### src/sv/bmm_pkg.sv
// Shared types, codes and constants of the batched matrix multiply block.
// No dependencies; the RTL files refer to it by scoped names, the testbench imports it.
package bmm_pkg;

	localparam int OPCODE_W   = 2;
	localparam int SLICE_W    = 2;
	localparam int ROW_W      = 3;
	localparam int COL_W      = 3;
	localparam int VALUE_W    = 32;
	localparam int PROD_W     = 2 * VALUE_W;
	localparam int TAG_W      = 3;
	localparam int DIM_CFG_W  = 4;
	localparam int BAT_CFG_W  = 3;
	localparam int CFG_IDX_W  = 3;
	localparam int CFG_DATA_W = 4;

	localparam int MAX_DIM_DEF   = 8;
	localparam int MAX_BATCH_DEF = 4;
	localparam int FRAC_BITS_DEF = 16;

	localparam logic [DIM_CFG_W-1:0] ROWS_RST   = 4'd8;
	localparam logic [DIM_CFG_W-1:0] INNER_RST  = 4'd8;
	localparam logic [DIM_CFG_W-1:0] COLS_RST   = 4'd8;
	localparam logic [BAT_CFG_W-1:0] BATCH_RST  = 3'd1;
	localparam logic                 SHARED_RST = 1'b1;

	typedef enum logic [OPCODE_W-1:0] {
		OP_LOAD_LEFT  = 2'd0,
		OP_LOAD_RIGHT = 2'd1,
		OP_COMPUTE    = 2'd2,
		OP_NOP        = 2'd3
	} opcode_t;

	typedef enum logic [CFG_IDX_W-1:0] {
		CFG_ROWS   = 3'd0,
		CFG_INNER  = 3'd1,
		CFG_COLS   = 3'd2,
		CFG_BATCH  = 3'd3,
		CFG_SHARED = 3'd4
	} cfg_idx_t;

	typedef enum logic [1:0] {
		ST_IDLE,
		ST_ISSUE,
		ST_WAIT,
		ST_DRAIN
	} state_t;

	typedef struct packed {
		logic             valid;
		logic             first;
		logic [TAG_W-1:0] tag;
	} meta_t;

	typedef struct packed {
		meta_t                     meta;
		logic signed [PROD_W-1:0]  prod;
	} pass_t;

endpackage

### src/sv/bmm_cell.sv
// One accumulator cell of the result-row chain: passes products on, keeps
// the sum for its own column, and shifts sums toward the head on drain.
// Depends on bmm_pkg.
module bmm_cell #(
	parameter int IDX   = 0,
	parameter int ACC_W = 68
) (
	input  logic                     clk,
	input  logic                     arst_n,
	input  bmm_pkg::pass_t           pass_in,
	output bmm_pkg::pass_t           pass_out,
	input  logic                     shift,
	input  logic signed [ACC_W-1:0]  acc_in,
	output logic signed [ACC_W-1:0]  acc_out
);
	logic signed [ACC_W-1:0] acc_q;
	logic signed [ACC_W-1:0] term;
	logic                    hit;
	bmm_pkg::meta_t          meta_q;
	logic signed [bmm_pkg::PROD_W-1:0] prod_q;

	assign term = {{(ACC_W - bmm_pkg::PROD_W){pass_in.prod[bmm_pkg::PROD_W-1]}}, pass_in.prod};
	assign hit  = pass_in.meta.valid && (pass_in.meta.tag == bmm_pkg::TAG_W'(IDX));

	always_ff @(posedge clk or negedge arst_n) begin
		if (!arst_n) begin
			meta_q <= '0;
		end else begin
			meta_q <= pass_in.meta;
		end
	end

	always_ff @(posedge clk) begin
		prod_q <= pass_in.prod;
		if (shift) begin
			acc_q <= acc_in;
		end else if (hit) begin
			acc_q <= pass_in.meta.first ? term : acc_q + term;
		end
	end

	assign pass_out = '{meta: meta_q, prod: prod_q};
	assign acc_out  = acc_q;
endmodule

### config.mk
export PLATFORM = sky130hd
export DESIGN_NAME = bmm_cell
export DESIGN_NICKNAME = d
export VERILOG_FILES = /design/src/sv/bmm_pkg.sv /design/src/sv/bmm_cell.sv
export SDC_FILE = /design/constraint.sdc
export NUM_CORES = 1
export LEC_CHECK = 0
export ABC_AREA = 1
export CORE_MARGIN = 5
export CORE_UTILIZATION = 40
export CTS_CLUSTER_SIZE = 14
export DETAILED_ROUTE_END_ITERATION = 10
export DONT_BUFFER_PORTS = 1
export GPL_ROUTABILITY_DRIVEN = 1
export PLACE_DENSITY_LB_ADDON = 0.12
export SETUP_SLACK_MARGIN = 0.2
export SLEW_MARGIN = 20
export SYNTH_ARGS = -nofsm -noshare
export SYNTH_HDL_FRONTEND = slang
export SYNTH_SLANG_ARGS = --single-unit
### constraint.sdc
create_clock -name clk -period 2.3 [get_ports clk]
set_input_delay 0.345 -clock clk [delete_from_list [all_inputs] [get_ports clk]]
set_output_delay 0.345 -clock clk [all_outputs]
set_load 0.005 [all_outputs]
# After elaboration in Yosys (flattened, before gate mapping)
# Index checks and enable logic that the tools add are counted.
# Widths: inputs -> output; s select.
[word_totals]
out_inout_bits = 137
elab_cells = 12
ramBits = 0
mem_bits_ro = 0
latch_bits = 0
ff_bits = 137
input_bits = 140
mem_count = 0
[classes]
multipliers = 0
order_cmp = 0
mux = 3
n_shift = 0
n_bitwise = 0
reduce_logical = 3
add_sub_neg = 1
n_div = 0
n_eq_ne = 0
[ops]
columns = ["cell", "n"]
rows = [
  ["$mux 68", 3],
  ["$add 68x64->68", 1],
  ["$logic_not 3->1", 1],
  ["$reduce_bool 2->1", 1],
  ["$logic_and 1x1->1", 1],
]

# Longest topological paths before layout
# Gate-level depths: netlist of run 1.
[depth]
ltp_word = 4
depth_mapped = 18

# Least setup slack after synthesis of run 1
# No wires, ideal clock.
[synth_timing]
path_kind = "input -> register"
startpoint = "in pass_in[64] (netlist bit)"
endpoint = "reg acc_q[0] (netlist: acc_out[0]), enable pin"
stages = 3
t_required_ps = 1712
arrival_ps = 5258
setup_slack_ps = -3546
cell_sequence = "nor2_1 > nand2_1 > o21ai_0"
[synth_via]
elab_chain_len = 3
[synth_lines]
columns = ["item", "line", "rtl"]
rows = [
  ["start: declaration", "bmm_cell.sv:10", "input bmm_pkg::pass_t pass_in,"],
  ["$logic_not 3->1", "bmm_cell.sv:23", "assign hit = pass_in.meta.valid && (pass_in.meta.tag == bmm_pkg::TAG_W'(IDX));"],
  ["$logic_and 1x1->1", "bmm_cell.sv:23", ""],
  ["$reduce_bool 2->1 (no line)", "-", ""],
  ["end signal: assignment", "bmm_cell.sv:36", "acc_q <= acc_in;"],
  ["end signal: assignment", "bmm_cell.sv:38", "acc_q <= pass_in.meta.first ? term : acc_q + term;"],
  ["end: declaration", "bmm_cell.sv:16", "logic signed [ACC_W-1:0] acc_q;"],
]
# No other way between the ends.
# A chain may end at the register's enable or synchronous reset.

# Worst setup path after layout of run 1
[layout_timing]
startpoint = "reg acc_q[20] (netlist: acc_out[20])"
endpoint = "reg acc_q[23] (netlist: acc_out[23]), data pin"
[layout_via]
elab_chain_len = 4
[layout_lines]
columns = ["item", "line", "rtl"]
rows = [
  ["$add 68x64->68", "bmm_cell.sv:38", ""],
  ["$mux 68", "bmm_cell.sv:38", ""],
  ["$mux 68", "bmm_cell.sv:37", "end else if (hit) begin"],
  ["$mux 68", "bmm_cell.sv:35", "if (shift) begin"],
]
# No other way between the ends. The select of a mux whose other input is x is not followed.

==> results of run 1 <==
-- critical path, stage by stage, from the launching register on --
cell	delay (ns)
edfxtp_1	0.47
ha_4	0.29
nand2_2	0.07
nand2_2	0.05
buf_4	0.13
nand2_2	0.06
nand2_2	0.06
buf_6	0.13
a21oi_4	0.17
buf_6	0.14
nand3_4	0.11
buf_6	0.14
xnor2_2	0.10
nand2_1	0.08
o21ai_1	0.14
o21ai_1	0.10
-- final timing paths --
path | start | end
min reg2reg | acc_out[0]$_DFFE_PP_ | acc_out[0]$_DFFE_PP_
max in group asynchronous | arst_n | pass_out[67]$_DFF_PN0_
min in group asynchronous | arst_n | pass_out[65]$_DFF_PN0_
max | acc_out[20]$_DFFE_PP_ | acc_out[23]$_DFFE_PP_
max reg2reg | acc_out[20]$_DFFE_PP_ | acc_out[23]$_DFFE_PP_
min | acc_in[49] | acc_out[49]$_DFFE_PP_
-- cells in the final DEF (no fill, tap or decap), types with 5 or more instances in the layout --
| cell type | netlist | routed |
|---|---|---|
| edfxtp_1 | 68 | 68 |
| o21ai_0 | 98 | 24 |
| buf_12 | 0 | 6 |
| dfxtp_1 | 64 | 64 |
| nand3_4 | 0 | 18 |
| nand2_1 | 488 | 310 |
| inv_4 | 0 | 6 |
| dfrtp_1 | 5 | 5 |
| o21ai_1 | 17 | 70 |
| nor2_2 | 20 | 44 |
| nor3_1 | 14 | 6 |
| nor3_4 | 0 | 5 |
| ha_4 | 0 | 61 |
| inv_1 | 210 | 164 |
| a21oi_2 | 9 | 49 |
| clkbuf_16 | 0 | 17 |
| ha_1 | 67 | 5 |
| nor2_4 | 6 | 64 |
| o21ai_2 | 2 | 18 |
| a21oi_4 | 0 | 34 |
| inv_2 | 11 | 50 |
| nand3_2 | 9 | 53 |
| nand3_1 | 88 | 26 |
| xor2_1 | 8 | 8 |
| dlygate4sd3_1 | 0 | 70 |
| nand2_4 | 0 | 84 |
| buf_6 | 0 | 64 |
| a21oi_1 | 102 | 28 |
| nor3_2 | 4 | 7 |
| xnor2_1 | 17 | 5 |
| nand2_2 | 38 | 129 |
| xnor2_2 | 0 | 12 |
| buf_4 | 1 | 378 |
| nor2_1 | 199 | 117 |
| o21bai_1 | 16 | 10 |
| o21ai_4 | 0 | 5 |
-- flip-flops by register name, summed over array words and instances, names as in the netlist --
signal    flops
prod_q       64
pass_out      5
acc_out      68
-- final cells by class --
class | count | share of cell area (%)
Clock buffer | 18 | 2.22
Clock inverter | 14 | 0.776
Inverter | 221 | 4.37
Multi-Input combinational cell | 1218 | 49.9
Sequential cell | 137 | 17.8
Tap cell | 335 | 2.17
Timing Repair Buffer | 519 | 22.7
-- routing by layer --
layer / GRT usage (%) / vias to the layer above / wire [um]
li1: - / 6179 / -
met1: 40.9 / 6223 / 20800
met2: 50.8 / 584 / 23600
met3: 4.69 / 111 / 3700
met4: 6.08 / 0 / 1470
met5: 0 / - / 0
-- synthesized netlist by cell type (3+ instances only) --
master,count
a21oi_1,102
a21oi_2,9
buf_1,5
buf_2,5
clkbuf_1,17
dfrtp_1,5
dfxtp_1,64
edfxtp_1,68
ha_1,67
inv_1,210
inv_2,11
nand2_1,488
nand2_2,38
nand3_1,88
nand3_2,9
nand3b_1,3
nor2_1,199
nor2_2,20
nor2_4,6
nor3_1,14
nor3_2,4
o21ai_0,98
o21ai_1,17
o21bai_1,16
xnor2_1,17
xor2_1,8
-- cells by family (layout without fill, tap and decap cells) --
kind of cell               Yosys count  in the layout  share of synthesized area (%)
adders and majority gates           68             68                           8.14
DFF                                137            137                           32.7
buffers and inverters              249            772                           8.96
xor gates and xnor gates            25             25                           2.08
and+or+nand+nor                    876            876                           35.3
AOI/OAI and AO/OA                  249            249                           12.8
-- repair_timing --
| action | CTS | global route |
|---|---|---|
| resized for setup | 507 | 409 |
| endpoints found under the setup margin | 60 | 63 |
| hold buffers | 69 | 1 |
| endpoints found under the hold margin | 74 | 1 |
| pin swaps | 136 | 149 |
| buffers inserted | 60 | 44 |
-- metrics by stage --
| stage | cell area, sq um | hold slack [ns] | TNS (ns) | worst slack [ns] |
|---|---|---|---|---|
| after global routing | 19400 | 0.0955 | -7.30 | -0.305 |
| after global placement | 13500 | 0.0496 | -7.66 | -0.396 |
| after detailed placement | 13500 | 0.0496 | -7.96 | -0.441 |
| after floorplan | 10600 | 0.0494 | 0 | 0.195 |
| final | 19400 | 0.0908 | -2.92 | -0.209 |
| after CTS | 17500 | -0.0707 | -1.17 | -0.0998 |
-- power breakdown --
group | internal, mW | switching [mW]
clock | 1.61 | 1.24
sequential | 2.79 | 0.154
combinational | 2.77 | 3.03
==> out/metrics.yaml, run 1 <==
floorplan:
  die-area_sq_um: 29700
  die_h_um: 172
  die_w_um: 172
  core_area_sq_um: 26000
  ios: 277
  rows: 59
  initial_core_util_pct: 40.6
logic_synthesis:
  synthCells: 1604
  synth_top_area_share_pct: 19.4
  synthDistinctLibCells: 39
  yosysWarnings: 0
  syn-cell-area_sq_um: 10500
  yosysTopAreaCell: "edfxtp_1"
  ys_top_cells_by_area: "edfxtp_1 19%, nand2_1 17%, dfxtp_1 12%"
  ys_async_sr_fraction_pct: 3.65
  synth_area_per_cell_sq_um: 6.57
  synth_nets: 1812
  ys_ff_latch: 137
  synth_edf_count: 68
  yosys_most_used_dff: "edfxtp_1"
  ys_seq_area_share_pct: 32.7
sta:
  finalHoldViolCount: 0
  min_period_ns: 2.51
  grt_setup_unrepaired: "true"
  max_freq_mhz: 399
  slew_headroom_pct: 55.0
  tightest_slew_ns: 0.675
  fin_skew_ns: 0.0140
  setup_viol: 41
  final_max_slew_viol_count: 0
  finalCritPeriodShare_pct: 109
  layout_setup_ws_ns: -0.209
critical_path:
  start_kind: "flip-flop"
  cp.required_ns: 2.48
  crit_fanout: 3
  end_kind: "flip-flop"
  path_class: "reg -> reg"
  reg2reg_slack_ns: -0.21
  arrival_ns: 2.69
  reg2regPathDepth: 15
pwr:
  power.density_nw_per_um2: 599
  cellLeakagePower_nw: 8.92
  total_power_mw: 11.6
  ir_drop_mv: 0.466
cells_and_area:
  drive_above_1_share_pct: 53.5
  layout.cells.non_filler: 2462
  num-nets-final: 2322
  fin_util_pct: 74.5
  regArea_sq_um: 3450
  fillerInstances: 1879
  num_antenna_cells: 0
  syn_to_final_growth_pct: 83.6
  multiInputGateArea_sq_um: 9670
routing:
  ant_nets: 0
  first_pass_iters: 6
  vias: 13100
  wire_per_inst_um: 20.2
  routed_wl_um: 49600
  first_iter_violations: 900
  viasPerCell: 5.32
  route.detailed.drc: 0
clock_tree:
  cts_buffers: 17
  cts.reportedPaths.clkPinSlew_ns: 0.07
  cts.path.max_buffers: 2
  cts_htree_levels: 4
  tritoncts: "done"
  cts_num_sinks: 137
  clock_latency_ns: 0.44
  cts-root-buf: "clkbuf_16"
place:
  dpl.cell_count: 2256
  place_congestion: 0.949
  io_buffers: 0
  dpl.hpwl_um: 33900
min_path:
  hold_path_class: "in -> reg"
  hold_depth: 2
global_routing:
  first_global_vias: 12900
  grt_usage_pct: 30.1
  antenna_found_initial: 0
  grt.overflow.total: 0
  grt_start_max_net_pins: 113
  grt_pass1_wl_um: 69700
outcome:
  status: "finished with violations"
  violations: "setup timing"
run:
  drv_cap: 0
No activity file was read; power rests on OpenSTA's default activity.
==> run 2, diff against run 1 <==
CORE_UTILIZATION = 35   (was 40)
==> out/metrics.yaml, run 2 (synthesized netlist as in run 1, its figures left out) <==
cells_and_area:
  num-nets-final: 2330  # +0.34%
  largest_reg_flops: 68  # unchanged
  layout_common_cells: "374 x buf_4, 305 x nand2_1, 163 x inv_1"
  fin_util_pct: 67.0  # -7.4 points
  final_common_cell: "buf_4"
  drive_above_1_share_pct: 54.7  # +1.2 points
  stdcell_area_sq_um: 19900  # +2.9%
  num_antenna_cells: 0  # unchanged
  syn_to_final_growth_pct: 89.0
critical_path:
  path_class: "reg -> reg"
  crit_fanout: 4  # +1
  reg2reg_to: "acc_out[26]$_DFFE_PP_"
  reg2regPathDepth: 14  # -1
  r2r-start: "acc_out[8]$_DFFE_PP_"
  slowest_stage: "edfxtp_1"
  slowest_delay_ns: 0.44  # -0.03 ns
  start_kind: "flip-flop"
  crit_path_start: "acc_out[8]$_DFFE_PP_"
  cp-endpoint: "acc_out[26]$_DFFE_PP_"
  arrival_ns: 2.62  # -0.07 ns
  end_kind: "flip-flop"
  reg2reg_slack_ns: -0.11  # +0.09 ns
  path_cells: "ha_4 -> buf_6 -> nand2_8 -> inv_4 -> a21oi_4 -> nand3_2 -> nand2_2 -> nand2_4 -> nand2_4 -> nand2_8 -> xor2_1 -> buf_4 -> nor2_2 -> o21ai_1"
  cp.required_ns: 2.50  # +0.02 ns
place:
  io_buffers: 0  # unchanged
  place_congestion: 0.958  # +0.93%
  post-place-ws_ns: -0.489  # -0.0481 ns
  dpl.hpwl_um: 34700  # +2.4%
  place_area_sq_um: 13500  # -0.18%
clock_tree:
  cts.path.max_buffers: 2  # unchanged
  cts_htree_levels: 4  # unchanged
  cts_num_sinks: 137  # unchanged
  clock_latency_ns: 0.46  # +0.02 ns
  cts-root-buf: "clkbuf_16"
  cts_buffers: 17  # unchanged
  cts.reportedPaths.clkPinSlew_ns: 0.07  # about the same
  tritoncts: "done"
global_routing:
  first_global_vias: 13100  # +1.8%
  grt_usage_pct: 27.6  # -2.4 points
  grt_pass1_wl_um: 72800  # +4.4%
  antenna_found_initial: 0  # unchanged
  grt_start_max_net_pins: 113  # unchanged
  grt.overflow.total: 0  # unchanged
routing:
  ant_nets: 0  # unchanged
  wire_per_inst_um: 19.6  # -2.9%
  routed_wl_um: 49400  # -0.46%
  first_iter_violations: 745  # -17%
  vias: 12900  # -1.2%
  route.detailed.drc: 0  # unchanged
  viasPerCell: 5.12  # -3.7%
  first_pass_iters: 7  # +1
floorplan:
  rows: 63  # +6.8%
  ios: 277  # unchanged
  initial_core_util_pct: 35.5  # -5.1 points
  core_area_sq_um: 29700  # +14%
  die_h_um: 184  # +6.5%
  die_w_um: 184  # +6.5%
  die-area_sq_um: 33700  # +13%
outcome:
  status: "finished with violations"
  violations: "setup timing"
sta:
  min_period_ns: 2.41  # -0.0940 ns
  final_max_slew_viol_count: 0  # unchanged
  slew_headroom_pct: 58.6  # +3.5 points
  finalHoldViolCount: 0  # unchanged
  hold_slack_ns: 0.0655  # -0.0253 ns
  grt_setup_unrepaired: "true"
  fin_skew_ns: 0.0146  # +0.000601 ns
  tightest_slew_ns: 0.622  # -0.0529 ns
  max_freq_mhz: 414  # +3.9%
  layout_setup_ws_ns: -0.115  # +0.0940 ns
  finalCritPeriodShare_pct: 105  # -4.1 points
  setup_viol: 41  # unchanged
pwr:
  cellLeakagePower_nw: 9.20  # +3.2%
  power.density_nw_per_um2: 611  # +2.0%
  total_power_mw: 12.2  # +5.0%
  ir_drop_mv: 0.695  # +49%
min_path:
  hold_path_class: "in -> reg"
run:
  drv_cap: 0  # unchanged
run 2: cell types whose count changed in the layout (fill, tap and decap cells not counted), moves of 7 or more:
cell	change
buf_6	+11
nand2_2	-13
nand2_4	+10
nand2_8	+8
nand3_1	+13
nand3_2	-9
nor2_1	-13
nor2_4	+7
o21ai_1	-12
run 2: cell type report:
type	instances	area, sq um
Tap cell	390	488
Timing Repair Buffer	527	4510
Fill cell	2380	9790
Multi-Input combinational cell	1218	9950
Inverter	221	846
Clock inverter	14	243
Clock buffer	18	439
Sequential cell	137	3450
run 2: worst min-delay path by stage:
stage | depth (start not counted) | slack (ns) | to | start
floorplan | 0 | 0.05 | pass_out[64]$_DFF_PN0_ | arst_n
global placement | 0 | 0.05 | pass_out[68]$_DFF_PN0_ | arst_n
detailed placement | 0 | 0.05 | pass_out[68]$_DFF_PN0_ | arst_n
CTS | 2 | 0.05 | acc_out[42]$_DFFE_PP_ | acc_in[42]
global route | 2 | 0.06 | acc_out[59]$_DFFE_PP_ | acc_in[59]
finish | 2 | 0.07 | acc_out[42]$_DFFE_PP_ | acc_in[42]
run 2: metrics by stage:
step | instances | setup TNS [ns]
finish | 2525 | -2.37
global route | 2525 | -6.83
CTS | 2483 | -0.471
detailed placement | 2302 | -8.60
global placement | 2302 | -8.83
floorplan | 1604 | 0
run 2: critical path, delay by kind of cell (launching register included):
family                     cells  cell delay, ns
AOI/OAI and AO/OA              2            0.26
xor gates and xnor gates       1            0.17
adders and majority gates      1            0.30
buffers and inverters          3            0.30
DFF                            1            0.44
and+or+nand+nor                7            0.67
run 2: routing by layer:
layer	wire length (um)	up-vias	track usage, %	share of wire (%)
li1	-	6186	-	-
met1	21400	6185	37.5	43
met2	23400	479	45.7	47
met3	3430	89	5.07	6.9
met4	1270	0	6.59	2.6
met5	0	-	0	0
run 2: where the power goes:
part           leakage, nW  total, mW  internal [mW]  switching (mW)
logic                 7.60       5.92           2.86            3.06
clock network        0.323       3.31           2.07            1.24
registers             1.27       2.95           2.79           0.154
total                 9.20       12.2           7.72            4.46
run 2: what timing repair did:
item,in CTS,in global routing
endpoints found under the hold margin,74,0
gates resized for setup,694,282
pin swaps,201,177
endpoints found under the setup margin,60,61
hold buffers,70,0
buffers inserted,79,42
